**config.mk**
```make
export PLATFORM = sky130hd
export DESIGN_NAME = two_class_round_robin_scheduler
export DESIGN_NICKNAME = d
export VERILOG_FILES = /design/src/hdl/tcrr_pkg.sv /design/src/hdl/tcrr_ctrl.sv /design/src/hdl/tcrr_dpath.sv /design/src/hdl/two_class_round_robin_scheduler.sv
export SDC_FILE = /design/constraint.sdc
export NUM_CORES = 1
export LEC_CHECK = 0
export BUFFER_PORTS_ARGS = -buffer_cell sky130_fd_sc_hd__buf_4
export CAP_MARGIN = 20
export CORE_MARGIN = 1
export CORE_UTILIZATION = 31
export DETAILED_ROUTE_END_ITERATION = 16
export PLACE_DENSITY_LB_ADDON = 0.12
export SLEW_MARGIN = 20
export SYNTH_ARGS = -nofsm -noshare
export SYNTH_HDL_FRONTEND = slang
export SYNTH_SLANG_ARGS = --single-unit
```
**constraint.sdc**
```tcl
create_clock -name clock -period 4.4 [get_ports clock]
set_input_delay 0.22 -clock clock [delete_from_list [all_inputs] [get_ports clock]]
set_output_delay 0.22 -clock clock [all_outputs]
set_load 0.05 [all_outputs]
```
**src/hdl/tcrr_pkg.sv**
```systemverilog
// -----------------------------------------------------------------------------
// tcrr_pkg
// Shared widths, register indexes, phase codes and the command/status
// bundles between the scheduler controller and its datapath.
// -----------------------------------------------------------------------------
package tcrr_pkg;

   // Field widths
   localparam int MASK_W      = 8;   // alive mask per class
   localparam int LIVE_W      = 4;   // live count
   localparam int BASE_W      = 13;  // descriptor table index
   localparam int TPR_W       = 4;   // tasks per round
   localparam int SEL_W       = 16;  // descriptor selector
   localparam int SEL_SHIFT   = 3;   // selector = index << 3
   localparam int SLOT_W      = 3;   // reported slot
   localparam int CSR_IDX_W   = 2;
   localparam int CSR_DATA_W  = 13;
   localparam int REQ_TDATA_W = 24;
   localparam int RSP_TDATA_W = 24;
   localparam int RSP_TUSER_W = 2;

   // Register reset values
   localparam logic [TPR_W-1:0] TPR_RESET = TPR_W'(3);

   // Register indexes
   localparam logic [CSR_IDX_W-1:0] REG_TASK_BASE       = 2'd0;
   localparam logic [CSR_IDX_W-1:0] REG_FLAG_BASE       = 2'd1;
   localparam logic [CSR_IDX_W-1:0] REG_TASKS_PER_ROUND = 2'd2;

   // Scheduling phase
   typedef enum logic [1:0] {
      PH_TASK = 2'b01,
      PH_FLAG = 2'b10
   } phase_state_type;

   // Controller to datapath
   typedef struct packed {
      logic load;       // capture a grant into the result register
      logic live_zero;  // tick with zero live count: no grant, no pointer move
      logic use_flag;   // grant from the flag-handler class
   } ctl_cmd_type;

   // Datapath to controller
   typedef struct packed {
      logic [TPR_W-1:0] tasks_per_round;
   } dp_sts_type;

endpackage

```
**src/hdl/tcrr_ctrl.sv**
```systemverilog
// -----------------------------------------------------------------------------
// tcrr_ctrl
// Phase controller: tracks task/flag phase and grant counts, decides which
// class each accepted transaction is granted from, and runs the handshake.
// -----------------------------------------------------------------------------
module tcrr_ctrl (
   input  logic                         clock,
   input  logic                         reset,
   input  logic                         req_tvalid,
   output logic                         req_tready,
   input  logic [tcrr_pkg::LIVE_W-1:0]  live_count,
   output logic                         rsp_tvalid,
   input  logic                         rsp_tready,
   input  tcrr_pkg::dp_sts_type         sts,
   output tcrr_pkg::ctl_cmd_type        cmd
);

   tcrr_pkg::phase_state_type         phase_ff, phase_in;
   logic [tcrr_pkg::TPR_W-1:0]        task_grants_ff, task_grants_in;
   logic [tcrr_pkg::LIVE_W-1:0]       flag_grants_ff, flag_grants_in;
   logic                              rsp_valid_ff, rsp_valid_in;
   logic                              accept;
   logic                              live_zero;
   logic                              use_flag;
   logic [tcrr_pkg::LIVE_W:0]         flag_next;

   // Take a new transaction when the result register is free or being drained
   assign req_tready = !rsp_valid_ff || rsp_tready;
   assign accept     = req_tvalid && req_tready;
   assign live_zero  = (live_count == '0);
   assign flag_next  = {1'b0, flag_grants_ff} + (tcrr_pkg::LIVE_W+1)'(1);

   // Decide the class and next phase/counters
   always_comb begin
      phase_in       = phase_ff;
      task_grants_in = task_grants_ff;
      flag_grants_in = flag_grants_ff;
      use_flag       = 1'b0;
      unique case (phase_ff)
         tcrr_pkg::PH_TASK: begin
            if (task_grants_ff >= sts.tasks_per_round) begin
               phase_in       = tcrr_pkg::PH_FLAG;
               task_grants_in = '0;
               use_flag       = 1'b1;
            end else begin
               task_grants_in = task_grants_ff + tcrr_pkg::TPR_W'(1);
            end
         end
         tcrr_pkg::PH_FLAG: begin
            if (flag_next >= {1'b0, live_count}) begin
               phase_in       = tcrr_pkg::PH_TASK;
               flag_grants_in = '0;
            end else begin
               flag_grants_in = flag_next[tcrr_pkg::LIVE_W-1:0];
               use_flag       = 1'b1;
            end
         end
         default: begin
            phase_in = tcrr_pkg::PH_TASK;
         end
      endcase
   end

   // Hold the result until the downstream side takes it
   always_comb begin
      if (accept) begin
         rsp_valid_in = 1'b1;
      end else if (rsp_tready) begin
         rsp_valid_in = 1'b0;
      end else begin
         rsp_valid_in = rsp_valid_ff;
      end
   end

   // Advance phase state only on an accepted transaction with a nonzero live count
   always_ff @(posedge clock) begin
      if (reset) begin
         phase_ff       <= tcrr_pkg::PH_TASK;
         task_grants_ff <= '0;
         flag_grants_ff <= '0;
         rsp_valid_ff   <= 1'b0;
      end else begin
         rsp_valid_ff <= rsp_valid_in;
         if (accept && !live_zero) begin
            phase_ff       <= phase_in;
            task_grants_ff <= task_grants_in;
            flag_grants_ff <= flag_grants_in;
         end
      end
   end

   assign rsp_tvalid    = rsp_valid_ff;
   assign cmd.load      = accept;
   assign cmd.live_zero = live_zero;
   assign cmd.use_flag  = use_flag && !live_zero;

endmodule

```
**src/hdl/tcrr_dpath.sv**
```systemverilog
// -----------------------------------------------------------------------------
// tcrr_dpath
// Datapath: configuration registers, per-class round-robin pointers, one
// shared rotating priority encoder, selector arithmetic and result register.
// -----------------------------------------------------------------------------
module tcrr_dpath #(
   parameter int NUM_SLOTS = 8
) (
   input  logic                             clock,
   input  logic                             reset,
   input  logic                             csr_we,
   input  logic [tcrr_pkg::CSR_IDX_W-1:0]   csr_index,
   input  logic [tcrr_pkg::CSR_DATA_W-1:0]  csr_wdata,
   input  logic [tcrr_pkg::MASK_W-1:0]      task_alive,
   input  logic [tcrr_pkg::MASK_W-1:0]      flag_alive,
   input  tcrr_pkg::ctl_cmd_type            cmd,
   output tcrr_pkg::dp_sts_type             sts,
   output logic [tcrr_pkg::SEL_W-1:0]       selector,
   output logic [tcrr_pkg::SLOT_W-1:0]      slot,
   output logic                             is_flag,
   output logic                             none_alive
);

   localparam int PTR_W = $clog2(NUM_SLOTS);
   localparam logic [PTR_W-1:0] PTR_RESET = PTR_W'(NUM_SLOTS - 1);

   logic [tcrr_pkg::BASE_W-1:0]  task_base_ff;
   logic [tcrr_pkg::BASE_W-1:0]  flag_base_ff;
   logic [tcrr_pkg::TPR_W-1:0]   tpr_ff;
   logic [PTR_W-1:0]             task_ptr_ff;
   logic [PTR_W-1:0]             flag_ptr_ff;

   logic [tcrr_pkg::MASK_W-1:0]  cls_mask;
   logic [PTR_W-1:0]             cls_ptr;
   logic [tcrr_pkg::BASE_W-1:0]  cls_base;
   logic [NUM_SLOTS-1:0]         mask_ext;
   logic [NUM_SLOTS-1:0]         above_ptr;
   logic [NUM_SLOTS-1:0]         pick_mask;
   logic [PTR_W-1:0]             pick_slot;
   logic                         found;
   logic [tcrr_pkg::BASE_W-1:0]  index_sum;

   logic [tcrr_pkg::SEL_W-1:0]   selector_ff;
   logic [tcrr_pkg::SLOT_W-1:0]  slot_ff;
   logic                         is_flag_ff;
   logic                         none_alive_ff;

   // Write configuration registers
   always_ff @(posedge clock) begin
      if (reset) begin
         task_base_ff <= '0;
         flag_base_ff <= '0;
         tpr_ff       <= tcrr_pkg::TPR_RESET;
      end else if (csr_we) begin
         unique case (csr_index)
            tcrr_pkg::REG_TASK_BASE:       task_base_ff <= csr_wdata;
            tcrr_pkg::REG_FLAG_BASE:       flag_base_ff <= csr_wdata;
            tcrr_pkg::REG_TASKS_PER_ROUND: tpr_ff <= csr_wdata[tcrr_pkg::TPR_W-1:0];
            default: ;
         endcase
      end
   end

   assign sts.tasks_per_round = tpr_ff;

   // Select the class being served
   assign cls_mask = cmd.use_flag ? flag_alive   : task_alive;
   assign cls_ptr  = cmd.use_flag ? flag_ptr_ff  : task_ptr_ff;
   assign cls_base = cmd.use_flag ? flag_base_ff : task_base_ff;

   // Slots beyond the mask width are never alive
   assign mask_ext = NUM_SLOTS'(cls_mask);

   // Rotating priority: first alive slot above the pointer, else wrap around
   always_comb begin
      for (int i = 0; i < NUM_SLOTS; i++) begin
         above_ptr[i] = (PTR_W'(i) > cls_ptr);
      end
   end

   assign pick_mask = (|(mask_ext & above_ptr)) ? (mask_ext & above_ptr) : mask_ext;
   assign found     = |mask_ext;

   // Lowest set bit of the chosen window
   always_comb begin
      pick_slot = '0;
      for (int i = NUM_SLOTS - 1; i >= 0; i--) begin
         if (pick_mask[i]) begin
            pick_slot = PTR_W'(i);
         end
      end
   end

   assign index_sum = cls_base + tcrr_pkg::BASE_W'(pick_slot);

   // Move the served class pointer to the granted slot
   always_ff @(posedge clock) begin
      if (reset) begin
         task_ptr_ff <= PTR_RESET;
         flag_ptr_ff <= PTR_RESET;
      end else if (cmd.load && !cmd.live_zero && found) begin
         if (cmd.use_flag) begin
            flag_ptr_ff <= pick_slot;
         end else begin
            task_ptr_ff <= pick_slot;
         end
      end
   end

   // Capture the grant
   always_ff @(posedge clock) begin
      if (cmd.load) begin
         is_flag_ff <= cmd.use_flag;
         if (cmd.live_zero || !found) begin
            selector_ff   <= '0;
            slot_ff       <= '0;
            none_alive_ff <= 1'b1;
         end else begin
            selector_ff   <= {index_sum, tcrr_pkg::SEL_SHIFT'(0)};
            slot_ff       <= tcrr_pkg::SLOT_W'(pick_slot);
            none_alive_ff <= 1'b0;
         end
      end
   end

   assign selector   = selector_ff;
   assign slot       = slot_ff;
   assign is_flag    = is_flag_ff;
   assign none_alive = none_alive_ff;

endmodule

```
**src/hdl/two_class_round_robin_scheduler.sv**
```systemverilog
// -----------------------------------------------------------------------------
// two_class_round_robin_scheduler
// Grants at most one task or flag-handler slot per scheduling tick, alternating a
// task phase and a flag phase with separate round-robin pointers per class.
// -----------------------------------------------------------------------------
// Each request transaction is one scheduling tick and produces exactly one
// response transaction. The block takes one tick per clock cycle while the
// response register is free or being drained: a tick is resolved in the
// cycle it is accepted by a single rotating priority encoder shared by both
// classes, and its grant lands in the response register on that edge. A new
// request is taken whenever the response register is empty or is being taken
// in the same cycle, so with rsp_tready held high the throughput is one grant
// per cycle. Configuration writes take effect on the next edge and should be
// made while no tick is in flight.
module two_class_round_robin_scheduler #(
   parameter int NUM_SLOTS = 8
) (
   input  logic                              clock,
   input  logic                              reset,
   // request channel
   input  logic                              req_tvalid,
   output logic                              req_tready,
   // [7:0] task_alive, [15:8] flag_alive, [19:16] live_count
   input  logic [tcrr_pkg::REQ_TDATA_W-1:0]  req_tdata,
   // response channel
   output logic                              rsp_tvalid,
   input  logic                              rsp_tready,
   // [15:0] selector, [18:16] slot
   output logic [tcrr_pkg::RSP_TDATA_W-1:0]  rsp_tdata,
   // [0] is_flag, [1] none_alive
   output logic [tcrr_pkg::RSP_TUSER_W-1:0]  rsp_tuser,
   // configuration write port
   input  logic                              csr_we,
   input  logic [tcrr_pkg::CSR_IDX_W-1:0]    csr_index,
   input  logic [tcrr_pkg::CSR_DATA_W-1:0]   csr_wdata
);

   tcrr_pkg::ctl_cmd_type              cmd;
   tcrr_pkg::dp_sts_type               sts;
   logic [tcrr_pkg::MASK_W-1:0]        task_alive;
   logic [tcrr_pkg::MASK_W-1:0]        flag_alive;
   logic [tcrr_pkg::LIVE_W-1:0]        live_count;
   logic [tcrr_pkg::SEL_W-1:0]         selector;
   logic [tcrr_pkg::SLOT_W-1:0]        slot;
   logic                               is_flag;
   logic                               none_alive;

   // Unpack the request fields
   assign task_alive = req_tdata[7:0];
   assign flag_alive = req_tdata[15:8];
   assign live_count = req_tdata[19:16];

   tcrr_ctrl u_ctrl (
      .clock      (clock),
      .reset      (reset),
      .req_tvalid (req_tvalid),
      .req_tready (req_tready),
      .live_count (live_count),
      .rsp_tvalid (rsp_tvalid),
      .rsp_tready (rsp_tready),
      .sts        (sts),
      .cmd        (cmd)
   );

   tcrr_dpath #(
      .NUM_SLOTS (NUM_SLOTS)
   ) u_dpath (
      .clock      (clock),
      .reset      (reset),
      .csr_we     (csr_we),
      .csr_index  (csr_index),
      .csr_wdata  (csr_wdata),
      .task_alive (task_alive),
      .flag_alive (flag_alive),
      .cmd        (cmd),
      .sts        (sts),
      .selector   (selector),
      .slot       (slot),
      .is_flag    (is_flag),
      .none_alive (none_alive)
   );

   // Pack the response fields
   assign rsp_tdata = {5'b0, slot, selector};
   assign rsp_tuser = {none_alive, is_flag};

endmodule

```
==> results of run 1 <==
state kept, by name (all words and copies together) (netlist names):
name and flops:
u_dpath.flag_base_ff 13, u_ctrl.rsp_tvalid 1, u_ctrl.flag_grants_ff 4, u_dpath.task_ptr_ff 3, u_dpath.flag_ptr_ff 3, u_ctrl.task_grants_ff 4, u_dpath.selector 13, u_dpath.is_flag 1
u_dpath.task_base_ff 13, u_dpath.slot 3, u_ctrl.phase_ff 2, u_dpath.none_alive 1, u_dpath.sts 4
power by group:
group	total [mW]	switching [mW]	internal (mW)
logic	0.481	0.288	0.194
clock network	0.711	0.273	0.438
registers	0.697	0.0326	0.664
layer usage:
| layer | vias to the layer above | track usage (%) |
|---|---|---|
| met4 | 0 | 6.84 |
| met2 | 90 | 24.4 |
| met1 | 1607 | 20.8 |
| met3 | 14 | 3.00 |
| li1 | 1829 | - |
| met5 | - | 0 |
per-stage QoR:
step                      std cells  utilization [%]  hold WS (ns)  setup WS [ns]
after detailed placement        705             37.5         0.443          0.133
after floorplan                 494                -         0.349          0.402
after CTS                       721             39.9         0.120         0.0852
after global placement          705             37.5         0.441          0.177
after global routing            728             40.6         0.131        -0.0195
final                           728             40.6         0.131          0.215
synth_stat cells, drive strengths merged (4+ instances only):
library cell   n  area [um^2]
a211o          4         35.0
a211oi         4         30.0
a21boi         4         33.8
a21o           6         45.0
a21oi         51          259
a31oi          4         25.0
and3           4         25.0
buf           15          103
clkbuf        15         56.3
dfxtp         47          941
edfxtp        18          541
ha            15          188
inv           32          120
mux2i          9         90.1
nand2         82          308
nand2b        12         75.1
nand3         19         95.1
nand3b         5         37.5
nand4          6         37.5
nor2          36          135
nor2b          5         38.8
nor4           6         52.6
o21a           5         37.5
o21ai         24          131
xnor2          6         52.6
xor2           9         78.8
cell families (layout without fill, tap and decap cells):
family          count (synthesis)  count (layout)  share of synthesized area [%]
buf+inv                        62             128                           7.02
compound gates                124             124                           20.4
other cells                     1               8                         0.0944
simple gates                  192             192                           23.4
fa+ha+maj                      16              16                           5.23
mux                            12              12                           3.21
flops                          65              65                           37.3
xor+xnor                       15              15                           3.31
final timing paths:
kind	from	end	cells after the start	slack, ns
setup / recovery	u_ctrl.task_grants_ff[0]$_SDFFE_PP0P_	u_dpath.selector[13]$_SDFFCE_PP0P_	18	0.22
hold / removal	req_tvalid	u_ctrl.rsp_tvalid$_SDFFE_PP0P_	3	0.13
setup reg to reg	u_ctrl.task_grants_ff[0]$_SDFFE_PP0P_	u_dpath.selector[13]$_SDFFCE_PP0P_	18	0.22
hold reg to reg	u_dpath.task_base_ff[11]$_SDFFE_PP0P_	u_dpath.task_base_ff[11]$_SDFFE_PP0P_	2	0.45
worst reg2reg max path: cells and delay by family, from the launching register on:
family                     cells  cell delay (ns)
DFF                            1             0.33
and+or+nand+nor                4             0.67
buffers and inverters          4             0.42
adders and majority gates      2             0.47
muxes                          1             0.32
AOI/OAI and AO/OA              7             1.79
area by class of cell:
cell class	instances	area (um^2)	area share, %
inverter	32	125	2.52
clock buffer	9	225	4.53
tap	168	210	4.23
clock inverter	7	70.1	1.41
timing repair buffer	80	598	12.0
multi-input combinational	367	2260	45.5
sequential	65	1480	29.8
timing repair:
action | CTS | global route
setup endpoints to repair | 0 | 8
buffers inserted | 0 | 8
resized for setup | 0 | 9
==> metrics.csv, run 1 <==
stage;metric;value;unit
final_layout;Final nets;615;
yosys;FF+latch count, synth;65;
global_route;vias in the first global route;3301;
worst_setup_path;Crit Path Max Fanout;7;
die;FP Rows;40;
drt;routed vias;3540;
placement;Buffers on Ports;59;
timing;Worst Tran Pin Value;0.997;ns
worst_setup_path;critical path class;register to register;
die;Die W;115;um
power;PD cells;380;nW/um^2
clock_tree;Post-CTS Hold Buffers;0;
clock_tree;Clock Sinks;65;
yosys;ys flop type;dfxtp_1;
power;Total Power;1.89;mW
final_layout;share of layout cells above drive strength 1;20.9;%
final_layout;leading cell type in the layout, fill and taps excluded;nand2_1;
timing;final setup TNS;0;ns
yosys;Unique masters post-synth;66;
drt;DRT Wirelength;9990;um
drt;DRT iter0 DRCs;221;
yosys;ys async rst share;0;%
final_layout;most frequent cells in the layout;nand2_1 (82), buf_4 (79), a21oi_1 (50);
placement;placed cell area;4600;um^2
yosys;YS warnings;0;
global_route;GRT Total Usage;15.6;%
clock_tree;CTS HTree Levels;3;
drt;DR DRC count;0;
drt;wire length on met2;4380;um
run_status;outcome;finished clean;
die;Die ar.;13300;um^2
drt;vias per std cell;4.86;
placement;hpwl dp;7260;um
clock_tree;Root Buffer;clkbuf_16;
drt;top sig layer;met4;
die;CORE AREA;12300;um^2
global_route;initial antenna violation count;0;
die;Initial Util;32.4;%
clock_tree;clk buf depth;2;
worst_setup_path;Largest stage delay, worst path;0.44;ns
final_layout;fill cell count;1261;
power;worst vdd ir;0.136;mV
worst_setup_path;critical path endpoint category;register;
worst_setup_path;WP data required;4.55;ns
run;Max-Cap Viols;0;
clock_tree;CTS tree;built;
timing;Final Max Slew Viols;0;
worst_setup_path;CP Launch Type;register;
timing;Hold Violations, Final;0;
final_layout;ANT cells;0;
global_route;largest net degree at the start of global routing;44;
yosys;syn_area_per_cell;8.16;um^2
worst_setup_path;Crit path buffers/inverters;4;
die;chip height;115;um
yosys;cell area after synthesis;3970;um^2
yosys;Post-synth EDFFs;18;
global_route;global-route wire length before repair;15900;um
final_layout;final instance area;4970;um^2
timing;Final Critical Period;4.18;ns
drt;Avg WL per Cell;13.7;um
worst_setup_path;critical-path cell list;inv_1, ha_1, nand2b_1, a2111o_1, and3b_4, o21ai_4, clkinv_4, mux2_4, nor2b_4, o41ai_4, buf_4, fa_2, inv_1, a21o_1, a21boi_4, a21o_1, and3_1, a211oi_1;
drt;M1 wire length;5010;um
timing;period utilisation layout;95.1;%
timing;slew margin rel.;33.3;%
yosys;post-synthesis sequential area ratio;37.3;%
clock_tree;TritonCTS buffer count;9;
timing;worst clock skew;0.00781;ns
timing;Max Clk Rate;0.239;GHz
global_route;GR Overflow Total;0;
timing;setup violators final;0;
die;Top Ports;72;
power;Leak;2.07;nW
drt;DR WL met3;435;um
worst_setup_path;Worst Path Arrival;4.34;ns
placement;global placer's final weighted congestion;0.796;
clock_tree;Clock transition at path regs;0.06;ns
worst_setup_path;slowest cell on the critical path;o41ai_4;
clock_tree;clk_lat worst skew;0.33;ns
worst_setup_path;Largest delay share family, worst path;compound AO/OA/AOI/OAI gates;
final_layout;area grow syn2layout;25.2;%
drt;drt first pass iters;6;
drt;Final ANT Viol Nets;0;
yosys;synthesized instance count;487;
min_path;min-delay worst type;input pin to register;
(Power assumes the default switching activity.)
==> run 2, diff against run 1 <==
==> constraint.sdc (replaced) <==
create_clock -name clock -period 4.4 [get_ports clock]
set_input_delay 0.88 -clock clock [delete_from_list [all_inputs] [get_ports clock]]
set_output_delay 0.88 -clock clock [all_outputs]
set_load 0.05 [all_outputs]
==> metrics.csv, run 2 (same netlist as run 1, synthesis figures left out) <==
stage;metric;value;unit;change
run_status;outcome;finished clean;;
clock_tree;clk buf depth;2;;unchanged
placement;global placer's final weighted congestion;0.804;;+0.98%
min_path;min-delay worst type;register to register;;
timing;slew margin rel.;34.6;%;+1.3 points
clock_tree;Root Buffer;clkbuf_16;;
timing;worst clock skew;0.00422;ns;-0.00358 ns
timing;RSZ-0062 raised after global routing;no;;
final_layout;fin util;41.2;%;+0.58 points
power;PD cells;375;nW/um^2;-1.3%
die;CORE AREA;12300;um^2;unchanged
power;worst vdd ir;0.129;mV;-5.1%
final_layout;share of layout cells above drive strength 1;22.2;%;+1.3 points
placement;placed cell area;4700;um^2;+2.1%
global_route;GRT Total Usage;15.7;%;+0.11 points
global_route;met2 track demand over resource;24.5;%;+0.040 points
worst_setup_path;critical path class;input pin to register;;
clock_tree;Clock Sinks;65;;unchanged
final_layout;most frequent cells in the layout;buf_4 (88), nand2_1 (82), a21oi_1 (50);;
die;Die W;115;um;unchanged
final_layout;fill cell count;1256;;-0.40%
drt;vias per std cell;4.85;;-0.30%
placement;Buffers on Ports;59;;unchanged
timing;Hold Violations, Final;0;;unchanged
drt;DRT iter0 DRCs;198;;-10%
die;Top Ports;72;;unchanged
timing;setup violators final;0;;unchanged
timing;period utilisation layout;94.1;%;-0.98 points
worst_setup_path;origin of the critical flop-to-flop path;u_ctrl.task_grants_ff[0]$_SDFFE_PP0P_;;
global_route;vias in the first global route;3320;;+0.58%
clock_tree;TritonCTS buffer count;9;;unchanged
clock_tree;CTS tree;built;;
worst_setup_path;critical path endpoint category;register;;
placement;hpwl dp;7430;um;+2.4%
min_path;Hold Path Stages;2;;-1
global_route;busiest grt layer;met2;;
drt;drt first pass iters;4;;-2
die;Die ar.;13300;um^2;unchanged
die;chip height;115;um;unchanged
final_layout;Final nets;623;;+1.3%
drt;routed vias;3568;;+0.79%
final_layout;area grow syn2layout;27.0;%;
timing;Final Max Slew Viols;0;;unchanged
final_layout;area of the multi-input gates;2280;um^2;+0.72%
power;Total Power;1.89;mW;+0.13%
global_route;met1 GRT Util;21.1;%;+0.29 points
worst_setup_path;CP Launch Type;input pin;;
worst_setup_path;Reg2Reg Depth;18;;unchanged
drt;DR DRC count;0;;unchanged
timing;Worst Tran Pin Value;0.977;ns;-0.0199 ns
timing;Final Critical Period;4.14;ns;-0.0431 ns
timing;post-route setup slack;0.258;ns;+0.0431 ns
die;FP Rows;40;;unchanged
placement;pre-CTS WS;-0.217;ns;-0.350 ns
worst_setup_path;FF-to-FF End;u_dpath.selector[12]$_SDFFCE_PP0P_;;
run;Max-Cap Viols;0;;unchanged
min_path;WHS Endpoint;u_dpath.task_base_ff[11]$_SDFFE_PP0P_;;
final_layout;final instance area;5050;um^2;+1.4%
drt;Final ANT Viol Nets;0;;unchanged
worst_setup_path;FF-to-FF setup slack;0.30;ns;+0.08 ns
drt;Avg WL per Cell;13.5;um;-1.4%
min_path;Hold Startpoint;u_dpath.task_base_ff[11]$_SDFFE_PP0P_;;
final_layout;Reg area;1480;um^2;unchanged
timing;Max Clk Rate;0.241;GHz;+1.0%
die;Initial Util;32.4;%;unchanged
global_route;initial antenna violation count;0;;unchanged
global_route;GR Overflow Total;0;;unchanged
global_route;global-route wire length before repair;16000;um;+0.65%
worst_setup_path;Crit Path Max Fanout;6;;-1
clock_tree;clk_lat worst skew;0.33;ns;about the same
global_route;met3 Use GR;3.48;%;+0.47 points
clock_tree;Clock transition at path regs;0.05;ns;about the same
drt;DRT Wirelength;9950;um;-0.34%
timing;final setup TNS;0;ns;unchanged
power;Leak;2.11;nW;+1.6%
clock_tree;CTS HTree Levels;3;;unchanged
worst_setup_path;Worst Path Arrival;4.20;ns;-0.14 ns
final_layout;leading cell type in the layout, fill and taps excluded;buf_4;;
final_layout;ANT cells;0;;unchanged
global_route;largest net degree at the start of global routing;44;;unchanged
worst_setup_path;WP data required;4.46;ns;-0.09 ns
-- run 2: cell type report --
type,count,share of cell area (%)
multi-input combinational,367,45.2
tap,168,4.17
clock inverter,3,0.843
inverter,32,2.38
timing repair buffer,88,13.1
clock buffer,13,4.96
sequential,65,29.4
-- run 2: per-layer routing --
metal  vias to the layer above  part of all wire [%]
met1                      1634                    50
met2                        82                    43
li1                       1838                     -
met4                         0                   1.8
met5                         -                     0
met3                        14                   4.4
-- run 2: per-stage QoR --
step | std cells | hold WS [ns]
floorplan | 494 | 0.433
global placement | 718 | 0.440
detailed placement | 718 | 0.445
CTS | 734 | 0.453
global route | 736 | 0.471
finish | 736 | 0.453
-- run 2: critical path: stages --
cell and delay (ns):
buf_4 0.11, ha_1 0.27, nand2b_1 0.14, a211o_1 0.34, a21oi_4 0.19, o21ai_4 0.10
inv_2 0.14, mux2_4 0.32, nor2b_4 0.13, o41ai_4 0.34, inv_1 0.09, ha_1 0.29
a21o_1 0.11, a21oi_1 0.08, a21oi_1 0.22, a21boi_1 0.23, xor2_1 0.16, nor2_1 0.05
-- run 2: how the worst max path moves through the flow --
stage / start / to / slack [ns] / cells past startpoint
floorplan: req_tdata[16] / u_dpath.selector[11]$_SDFFCE_PP0P_ / 0.02 / 18
global placement: req_tdata[16] / u_dpath.selector[11]$_SDFFCE_PP0P_ / -0.19 / 18
detailed placement: req_tdata[16] / u_dpath.selector[11]$_SDFFCE_PP0P_ / -0.22 / 19
CTS: u_ctrl.task_grants_ff[0]$_SDFFE_PP0P_ / u_dpath.selector[11]$_SDFFCE_PP0P_ / 0.11 / 20
global route: u_ctrl.task_grants_ff[0]$_SDFFE_PP0P_ / u_dpath.selector[12]$_SDFFCE_PP0P_ / 0.002 / 19
finish: req_tdata[16] / u_dpath.selector[12]$_SDFFCE_PP0P_ / 0.26 / 18
-- run 2: where the power goes --
| group | switching (mW) | internal, mW |
|---|---|---|
| Sequential | 0.0330 | 0.664 |
| Combinational | 0.288 | 0.200 |
| Clock | 0.253 | 0.453 |
| Total | 0.574 | 1.32 |
-- run 2: repair_timing --
item                                    4_1_cts  5_1_grt
resized for setup                             0       11
endpoints found under the setup margin        0        8
buffers inserted                              0        2
endpoints found under the hold margin         0        0
hold buffers                                  0        0
